--- src/rtl/sfa_pkg.sv ---
`timescale 1ns / 1ps
// ----------------------------------------------------------------------------
// Sparse feature accumulator package
// Shared types, action codes and default sizes for the accumulator blocks.
// ----------------------------------------------------------------------------
package sfa_pkg;

  localparam int ACC_COUNT_DEF   = 32;
  localparam int CLIP_SCALE_DEF  = 64;
  localparam int WEIGHT_BITS_DEF = 16;
  localparam int FEATURE_COUNT   = 20480;
  localparam int LANES           = 8;
  localparam int LANE_BITS       = 3;
  localparam int QUEUE_DEPTH     = 4;

  typedef enum logic [2:0] {
    OP_CLEAR     = 3'd0,
    OP_ADD       = 3'd1,
    OP_SUB       = 3'd2,
    OP_EVAL      = 3'd3,
    OP_WR_SPARSE = 3'd4,
    OP_WR_BIAS   = 3'd5,
    OP_WR_DENSE  = 3'd6,
    OP_WR_PHASE  = 3'd7
  } op_t;

  typedef enum logic [2:0] {
    ST_IDLE,
    ST_RUN,
    ST_DRAIN,
    ST_DIV,
    ST_OUT
  } state_t;

  typedef struct packed {
    logic [2:0]         action;
    logic [2:0]         piece_kind;
    logic [5:0]         piece_square;
    logic [5:0]         king_square;
    logic               piece_color;
    logic               king_color;
    logic [14:0]        weight_row;
    logic [4:0]         weight_column;
    logic signed [15:0] weight_value;
  } in_item_t;

  typedef struct packed {
    logic signed [31:0] midgame_score;
    logic signed [31:0] endgame_score;
  } out_item_t;

  typedef struct packed {
    op_t                op;
    logic [14:0]        feature;
    logic [4:0]         col;
    logic signed [15:0] value;
  } entry_t;

endpackage

--- src/rtl/sfa_front.sv ---
`timescale 1ns / 1ps
// ----------------------------------------------------------------------------
// Sparse feature accumulator front end
// Accepts input transactions, computes the feature index and drops actions
// that have no effect.
// ----------------------------------------------------------------------------
module sfa_front #(
  parameter int ACC_COUNT = sfa_pkg::ACC_COUNT_DEF
) (
  input  logic             in_valid,
  output logic             in_stall,
  input  sfa_pkg::in_item_t in_data,
  input  logic             q_full,
  output logic             push,
  output sfa_pkg::entry_t  entry
);
  import sfa_pkg::*;

  logic [5:0]  sq;
  logic [5:0]  ksq;
  logic        pcol;
  logic [4:0]  ki;
  logic        keep;
  logic        col_ok;
  logic        row_ok;
  logic        accept;
  logic [14:0] feat;

  assign accept = in_valid && !in_stall;
  assign in_stall = q_full;

  always_comb begin
    sq   = in_data.piece_square;
    ksq  = in_data.king_square;
    pcol = in_data.piece_color;
    if (in_data.king_color) begin
      sq   = sq ^ 6'd56;
      ksq  = ksq ^ 6'd56;
      pcol = !pcol;
    end
    if (ksq[2]) begin
      sq  = sq ^ 6'd7;
      ksq = ksq ^ 6'd7;
    end
    ki   = {ksq[5:3], ksq[1:0]};
    feat = 15'(sq) + {6'd0, in_data.piece_kind, 6'd0} + {2'd0, ki, 8'd0}
         + {4'd0, ki, 6'd0} + (pcol ? 15'd10240 : 15'd0);
    col_ok = int'(in_data.weight_column) < ACC_COUNT;
    row_ok = int'(in_data.weight_row) < FEATURE_COUNT;
    entry.op    = op_t'(in_data.action);
    entry.col   = in_data.weight_column;
    entry.value = in_data.weight_value;
    entry.feature = in_data.weight_row;
    keep = 1'b1;
    case (entry.op)
      OP_ADD, OP_SUB: begin
        keep = in_data.piece_kind < 3'd5;
        entry.feature = feat;
      end
      OP_WR_SPARSE: keep = row_ok && col_ok;
      OP_WR_BIAS:   keep = col_ok;
      OP_WR_DENSE:  keep = (in_data.weight_row < 15'd2) && col_ok;
      OP_WR_PHASE:  keep = row_ok && (in_data.weight_column < 5'd2);
      default:      keep = 1'b1;
    endcase
  end

  assign push = accept && keep;

endmodule

--- config.mk ---
export PLATFORM = sky130hd
export DESIGN_NAME = sfa_front
export DESIGN_NICKNAME = d
export VERILOG_FILES = /design/src/rtl/sfa_pkg.sv /design/src/rtl/sfa_front.sv
export SDC_FILE = /design/constraint.sdc
export NUM_CORES = 1
export LEC_CHECK = 0
export BUFFER_PORTS_ARGS = -buffer_cell sky130_fd_sc_hd__buf_4
export CORE_ASPECT_RATIO = 1.5
export CORE_UTILIZATION = 35
export DETAILED_ROUTE_END_ITERATION = 8
export GPL_TIMING_DRIVEN = 1
export PLACE_DENSITY_LB_ADDON = 0.15
export SLEW_MARGIN = 20
export SYNTH_ARGS = -nofsm -noshare
export SYNTH_HDL_FRONTEND = slang
export SYNTH_SLANG_ARGS = --single-unit
--- constraint.sdc ---
create_clock -name vclk -period 3.9
set_clock_uncertainty 0.2 [all_clocks]
set_input_delay 0.585 -clock vclk [all_inputs]
set_output_delay 0.585 -clock vclk [all_outputs]
set_load 0.01 [all_outputs]
==> run metrics <==
clock buf count=0; Tmin final=3.73 ns; die outline width=roughly 45 um; RSZ-0062 raised after global routing=no; Final GP Congestion=between 0.7 and 0.8; Setup Fix Bufs, Post-CTS=0; Worst Hold Class=input pin to output port; Power Density=185 mW/mm^2; P_leak=0.644 nW; WL per Instance=12.1 um; I/O Buffers=65; Post-DP HPWL=2160 um; GRT Total Usage=16.7%; Distinct cells, synth=34; Vias/cell=4.76; synthesized net count=203; Tcrit/Tclk final=95.6%; Die ar.=0.00293 sq mm; Slew HR=38.0%; via count=967; crit path launch type=input pin; syn_area_per_cell=about 7.2 sq um; vias in the first global route=969; antenna cells=0; Hold WS=0.970 ns; Core ar.=approximately 0.0025 sq mm; Initial Util=38.0%; DRT Pass-1 Iters=3; final wirelength=2450 um; P&R area growth vs syn=33.2%; total of max-cap violations=0; CP Class=input pin to output port; Cells after Synth=132; kind of end point of the critical path=output port; DRC=0; io pins=99; initial antenna violation count=0; first-pass GRT wire length=3910 um; ANT nets after route=0; outcome=finished, final reports clean; Pins Over Slew Limit=0; share of cells above drive strength 1=42.5%; DRT iter0 DRCs=5; fin nets=240; Finish-stage setup viols=0; Worst Slack Setup Final=0.172 ns; final hold violations=0; Hold Buf Count CTS=0; Slew @ Worst Pin=0.929 ns; CP required=3.12 ns; # rows=22; Synth Warn #=0; min-delay src=in_data[1]; gr ovfl total=0; Crit. Startpoint=in_data[36]; crit path DAT=2.94 ns; die extent in y=65.8 um; dpl ws=between 0.1 and 0.15 ns; CP Capture Point=entry[33]; sequential area share after synthesis=0%; Sequential cell area=0 sq um; Seq cells=0; Final Util=50.5%; Setup TNS=0 ns; post-CTS sizing=0; mapped cell area=951 sq um; Fmax achieved=approximately 270 MHz; Peak VDD IR=~110 uV; peak fanout along the critical path=7; largest net degree at the start of global routing=29
==> synth_stat cells, types with 3 or more instances <==
master,number,area (sq um)
buf_4,25,188
a21oi_1,5,25.0
nor2_1,6,22.5
inv_1,4,15.0
xnor2_1,7,61.3
nor4_1,3,18.8
o21ai_0,7,35.0
o21ai_1,5,25.0
buf_2,3,15.0
xor2_1,9,78.8
nand2_1,18,67.6
ha_1,11,138
==> cell usage in the layout (no fill, tap or decap), types with 3 or more instances in the layout <==
cell	synthesis	routed
xor2_1	9	9
nand2_1	18	18
a21oi_1	5	5
buf_4	25	65
xnor2_1	7	7
inv_1	4	4
o21ai_0	7	7
o21ai_1	5	5
ha_1	11	11
nor4_1	3	3
nor2_1	6	6
==> routing by layer <==
layer / GRT usage, % / share of wire (%)
met3: 1.09 / 7.3
met5: 0 / 0
met4: 2.27 / 0.86
met2: 35.1 / 57
met1: 17.1 / 35
==> worst min-delay path by stage <==
| stage | end | slack [ns] | depth (start not counted) |
|---|---|---|---|
| finish | entry[1] | 0.97 | 0 |
| detailed placement | entry[14] | 0.97 | 0 |
| CTS | entry[14] | 0.97 | 0 |
| global route | entry[11] | 0.97 | 0 |
| floorplan | push | 1.00 | 1 |
| global placement | entry[14] | 0.97 | 0 |
==> logic make-up after synthesis <==
group	share of synthesized area (%)
compound gates	17.9
xor+xnor	14.7
simple gates	23.2
fa+ha+maj	18.7
mux	1.05
buf+inv	24.5
==> layout make-up <==
type                            count  area, sq um
Fill cell                         252         1240
Tap cell                           36         45.0
Multi-Input combinational cell     98          718
Inverter                            4         15.0
Timing Repair Buffer               65          488
==> worst max-delay path: stages <==
cell	delay [ns]
buf_4	0.15
xor2_1	0.28
fa_1	0.49
ha_1	0.30
a21o_1	0.17
a311o_1	0.37
a21oi_2	0.18
xor2_1	0.16
o21ai_1	0.07
buf_4	0.18
==> power breakdown <==
part | leakage [nW] | internal [mW] | switching (mW)
clock | 0 | 0 | 0
combinational | 0.644 | 0.121 | 0.113
sequential | 0 | 0 | 0
total | 0.644 | 0.121 | 0.113
==> through the flow <==
stage / std cells / power (mW) / cell area, sq um
finish: 203 / 0.235 / 1270
floorplan: 132 / 0.162 / 951
CTS: 203 / 0.238 / 1270
global route: 203 / 0.264 / 1270
global placement: 203 / 0.232 / 1270
detailed placement: 203 / 0.236 / 1270
Power figures use the tool's default switching activity.
