## config.mk

```make
export PLATFORM = sky130hd
export DESIGN_NAME = sfa_queue
export DESIGN_NICKNAME = d
export VERILOG_FILES = /design/src/rtl/sfa_pkg.sv /design/src/rtl/sfa_queue.sv
export SDC_FILE = /design/constraint.sdc
export NUM_CORES = 1
export LEC_CHECK = 0
export BUFFER_PORTS_ARGS = -buffer_cell sky130_fd_sc_hd__buf_4
export CORE_MARGIN = 1
export CORE_UTILIZATION = 45
export CTS_BUF_LIST = sky130_fd_sc_hd__clkbuf_2 sky130_fd_sc_hd__clkbuf_4 sky130_fd_sc_hd__clkbuf_8
export DETAILED_ROUTE_END_ITERATION = 6
export GPL_TIMING_DRIVEN = 1
export PLACE_DENSITY = 0.68
export SYNTH_ARGS = -nofsm -noshare
export SYNTH_HDL_FRONTEND = slang
export SYNTH_SLANG_ARGS = --single-unit
```

## constraint.sdc

```tcl
create_clock -name clk -period 2.1 [get_ports clk]
set_clock_uncertainty 0.1 [all_clocks]
set_input_delay 0.525 -clock clk [delete_from_list [all_inputs] [get_ports clk]]
set_output_delay 0.525 -clock clk [all_outputs]
set_load 0.01 [all_outputs]
```

## src/rtl/sfa_pkg.sv

```systemverilog
`timescale 1ns / 1ps
// ----------------------------------------------------------------------------
// Sparse feature accumulator package
// Shared types, action codes and default sizes for the accumulator blocks.
// ----------------------------------------------------------------------------
package sfa_pkg;

  localparam int ACC_COUNT_DEF   = 32;
  localparam int CLIP_SCALE_DEF  = 64;
  localparam int WEIGHT_BITS_DEF = 16;
  localparam int FEATURE_COUNT   = 20480;
  localparam int LANES           = 8;
  localparam int LANE_BITS       = 3;
  localparam int QUEUE_DEPTH     = 4;

  typedef enum logic [2:0] {
    OP_CLEAR     = 3'd0,
    OP_ADD       = 3'd1,
    OP_SUB       = 3'd2,
    OP_EVAL      = 3'd3,
    OP_WR_SPARSE = 3'd4,
    OP_WR_BIAS   = 3'd5,
    OP_WR_DENSE  = 3'd6,
    OP_WR_PHASE  = 3'd7
  } op_t;

  typedef enum logic [2:0] {
    ST_IDLE,
    ST_RUN,
    ST_DRAIN,
    ST_DIV,
    ST_OUT
  } state_t;

  typedef struct packed {
    logic [2:0]         action;
    logic [2:0]         piece_kind;
    logic [5:0]         piece_square;
    logic [5:0]         king_square;
    logic               piece_color;
    logic               king_color;
    logic [14:0]        weight_row;
    logic [4:0]         weight_column;
    logic signed [15:0] weight_value;
  } in_item_t;

  typedef struct packed {
    logic signed [31:0] midgame_score;
    logic signed [31:0] endgame_score;
  } out_item_t;

  typedef struct packed {
    op_t                op;
    logic [14:0]        feature;
    logic [4:0]         col;
    logic signed [15:0] value;
  } entry_t;

endpackage

```

## src/rtl/sfa_queue.sv

```systemverilog
`timescale 1ns / 1ps
// ----------------------------------------------------------------------------
// Sparse feature accumulator command queue
// Short first-in first-out queue between the front end and the engine.
// ----------------------------------------------------------------------------
module sfa_queue (
  input  logic            clk,
  input  logic            rst_n,
  input  logic            push,
  input  sfa_pkg::entry_t push_data,
  output logic            full,
  input  logic            pop,
  output logic            q_valid,
  output sfa_pkg::entry_t head
);
  import sfa_pkg::*;

  localparam int PW = $clog2(QUEUE_DEPTH);

  entry_t        mem_r [QUEUE_DEPTH];
  logic [PW-1:0] wr_ptr_r;
  logic [PW-1:0] rd_ptr_r;
  logic [PW:0]   count_r;

  assign full    = count_r == (PW+1)'(QUEUE_DEPTH);
  assign q_valid = count_r != '0;
  assign head    = mem_r[rd_ptr_r];

  always_ff @(posedge clk) begin
    if (push) begin
      mem_r[wr_ptr_r] <= push_data;
    end
  end

  always_ff @(posedge clk) begin
    if (!rst_n) begin
      wr_ptr_r <= '0;
      rd_ptr_r <= '0;
      count_r  <= '0;
    end else begin
      if (push) begin
        wr_ptr_r <= wr_ptr_r + PW'(1);
      end
      if (pop) begin
        rd_ptr_r <= rd_ptr_r + PW'(1);
      end
      count_r <= count_r + (PW+1)'(push) - (PW+1)'(pop);
    end
  end

  assert property (@(posedge clk) disable iff (!rst_n) pop |-> q_valid)
    else $error("queue popped while empty");
  assert property (@(posedge clk) disable iff (!rst_n) push |-> !full)
    else $error("queue pushed while full");
  assert property (@(posedge clk) disable iff (!rst_n)
    (push && !pop) |=> (count_r == $past(count_r) + (PW+1)'(1)))
    else $error("queue count did not follow a push");

endmodule

```

==> results by group <==
Status
  • Status: finished, violations left
  • Failing checks: setup timing

Floorplanning
  • Die area: 13940 um^2
  • Row cnt: 42
  • Top-Level Pins: 84
  • Initial Util: 45.96%
  • CORE AREA: 13190 um^2
  • Die Y: 118.1 um
  • Width of the die: 118.1 um

Synthesis
  • Syn avg cell area: 24.64 um^2
  • Synth area leaders: edfxtp_1 77%, mux4_2 14%, dfxtp_1 3.0%, ha_1 1.2%, and2_1 0.62%
  • Yosys warns: 0
  • Synth top area share: 77.28%
  • Netlist Area Pre-Place: 6062 um^2
  • Netlist cell types: 20
  • Post-Syn Nets: 296
  • Post-Synthesis Cells: 246
  • Area leader, netlist: edfxtp_1
  • Sequential fraction of the synthesis area: 80.25%
  • Post-synthesis register bit count: 165

Drt
  • Uppermost layer routed: met4
  • Total wire length: 10730 um
  • Met3 WL post-DR: 581 um
  • Drt drc: 0
  • Post-route ant nets: 0
  • Drt wl/cell: 19.58 um
  • Met1 wire length: 4604 um
  • Met2 WL: 5445 um
  • 1st-pass router iterations: 4
  • First DRT Iteration DRCs: 227
  • Via density: 5.122
  • Vias post-DR: 2807

Final layout
  • Final net count: 409
  • N_diodes: 0
  • Final core occ: 58.14%
  • Syn-to-layout area delta: 26.50%
  • Layout cells sized above 1: 48.39%

Timing
  • Worst-Margin Slew: 0.3584 ns
  • Fin crit share: 114.4%
  • Setup slack after layout: -0.3014 ns
  • Max Freq: 0.4164 GHz
  • Final setup fails: 39
  • Slew Viols, Final: 0
  • Final Hold Vio Count: 0
  • Worst slew margin: 76.11%
  • Period minus WS final: 2.401 ns
  • RSZ-0062 raised after global routing: true
  • Worst Hold Slack: 0.1848 ns

Pwr
  • P_leak: 0.002655 uW
  • Max VDD drop: 0.0004539 V
  • Power Density: 927.0 nW/um^2

Worst hold path
  • Worst hold path type: input port to register

Worst setup path
  • Crit path DAT: 1.78 ns
  • Crit-path slowest cell: mux4_2
  • CP Capture Type: output pin
  • Required @ worst endpoint: 1.47 ns
  • CP Class: register to output pin
  • Worst-path cell chain: buf_6 > buf_12 > mux4_2 > buf_6
  • Crit path max fanout: 6
  • Bufs and invs on worst path: 3
  • Family with the most delay on the worst path: multiplexers
  • Max incr delay on CP: 0.54 ns
  • CP most frequent cell: buf_6
  • Nature of the critical path startpoint: register

Clocking
  • Hold Buf Count CTS: 0
  • CTS clock-pin slew for the worst setup and hold paths: 0.08 ns
  • CTS buffer count: 17
  • TritonCTS Sinks: 165
  • CTS tree: built
  • Skew-Pair Late Insertion Delay: 0.43 ns
  • Worst-case clock buffer depth: 2
  • CTS H-Tree Depth: 4
  • Root Buffer: clkbuf_8

GRT
  • Total track usage: 17.21%
  • Global route overflow: 0
  • Vias in the first global route: 3010
  • Initial antenna violation count: 0
  • Largest net degree at the start of global routing: 24
  • Global-route wire length before repair: 17150 um

Placement
  • # port buffers: 83
  • Hpwl dp: 6312 um
  • Gp weighted congestion: 0.6435
  • Pre-CTS setup slack: -0.04923 ns

Run
  • Max-Cap Viols: 0
synthesized netlist by cell type (all sizes together):
cell and count:
a21bo 1, and3 1, or3 1, edfxtp 156, mux4 39, buf 6, inv 7, mux2i 1
ha 6, clkbuf 2, fa 1, xor3 1, xnor2 2, and2 6, nand3b 1, a21oi 1
nor2 5, dfxtp 9
what timing repair did:
item                       in CTS  in global routing
gates resized for setup        47                  0
setup endpoints to repair      39                 39
gates cloned                    4                  0
setup buffers                   6                  0
sequential cells by signal, summed over array words and instances (netlist names), named ones only:
signal and cells:
rd_ptr_r 2, mem_r 156, wr_ptr_r 2, count_r 3
final cells by class:
| class | count | area, um^2 |
|---|---|---|
| inverter | 7 | 26.28 |
| sequential | 165 | 4870 |
| clock buffer | 25 | 325.3 |
| tap | 176 | 220.2 |
| fill | 977 | 5522 |
| timing repair buffer | 102 | 1012 |
| multi-input combinational | 66 | 1121 |
| clock inverter | 7 | 93.84 |
path summary, 6_finish.rpt:
kind,startpoint,endpoint,slack [ns],depth (start not counted)
hold / removal,push_data[9],mem_r[1][9]$_DFFE_PP_,0.18,1
hold reg to reg,rd_ptr_r[1]$_SDFFE_PN0P_,register,0.43,2
setup / recovery,register,head[33],-0.30,4
setup reg to reg,count_r[0]$_SDFF_PN0_,count_r[2]$_SDFF_PN0_,0.24,7
layer usage:
metal / vias up / global-route usage (%)
li1: 1249 / -
met1: 1453 / 22.37
met2: 94 / 27.13
met3: 11 / 5.572
met4: 0 / 6.490
met5: - / 0
logic make-up after synthesis:
group,Yosys count,synth area share (%)
flip-flops,165,80.25
multiplexers,40,14.65
buffers and inverters,15,1.342
AND/OR/NAND/NOR,14,1.259
adder cells (fa/ha/maj),7,1.569
XOR/XNOR,3,0.6811
AO/OA/AOI/OAI,2,0.2476
cell usage in the layout (no fill, tap or decap):
cell type	n
clkbuf_4	3
xor3_1	1
dfxtp_1	7
xnor2_1	2
nor2_1	5
dfxtp_2	1
buf_6	43
buf_16	3
or3_1	1
mux2i_1	1
clkbuf_8	22
and3_1	1
nand3b_1	1
clkinv_4	1
bufinv_16	2
edfxtp_1	156
and2_2	4
buf_4	54
a21bo_2	1
clkinv_2	2
a21oi_1	1
mux4_2	39
inv_1	7
clkinvlp_4	2
and2_1	2
buf_12	2
fa_1	1
dfxtp_4	1
ha_1	6
report_power, final:
| part | switching, uW | total, uW | internal [uW] |
|---|---|---|---|
| Combinational | 421 | 984 | 563 |
| Sequential | 51.7 | 3830 | 3770 |
| Clock | 1040 | 2300 | 1250 |
| Total | 1520 | 7110 | 5590 |
per-stage QoR:
step           std cells  cell area, um^2  total power [uW]  setup TNS, ns
5_1_grt              548             7669              7405         -12.66
3_3_place_gp         510             6995              4733              0
3_5_place_dp         510             6995              4763       -0.04923
4_1_cts              550             7716              7221         -11.84
2_1_floorplan        246             6062              4346              0
6_report             548             7669              7108         -9.163
Note: power is estimated with default switching activity, not from simulation.
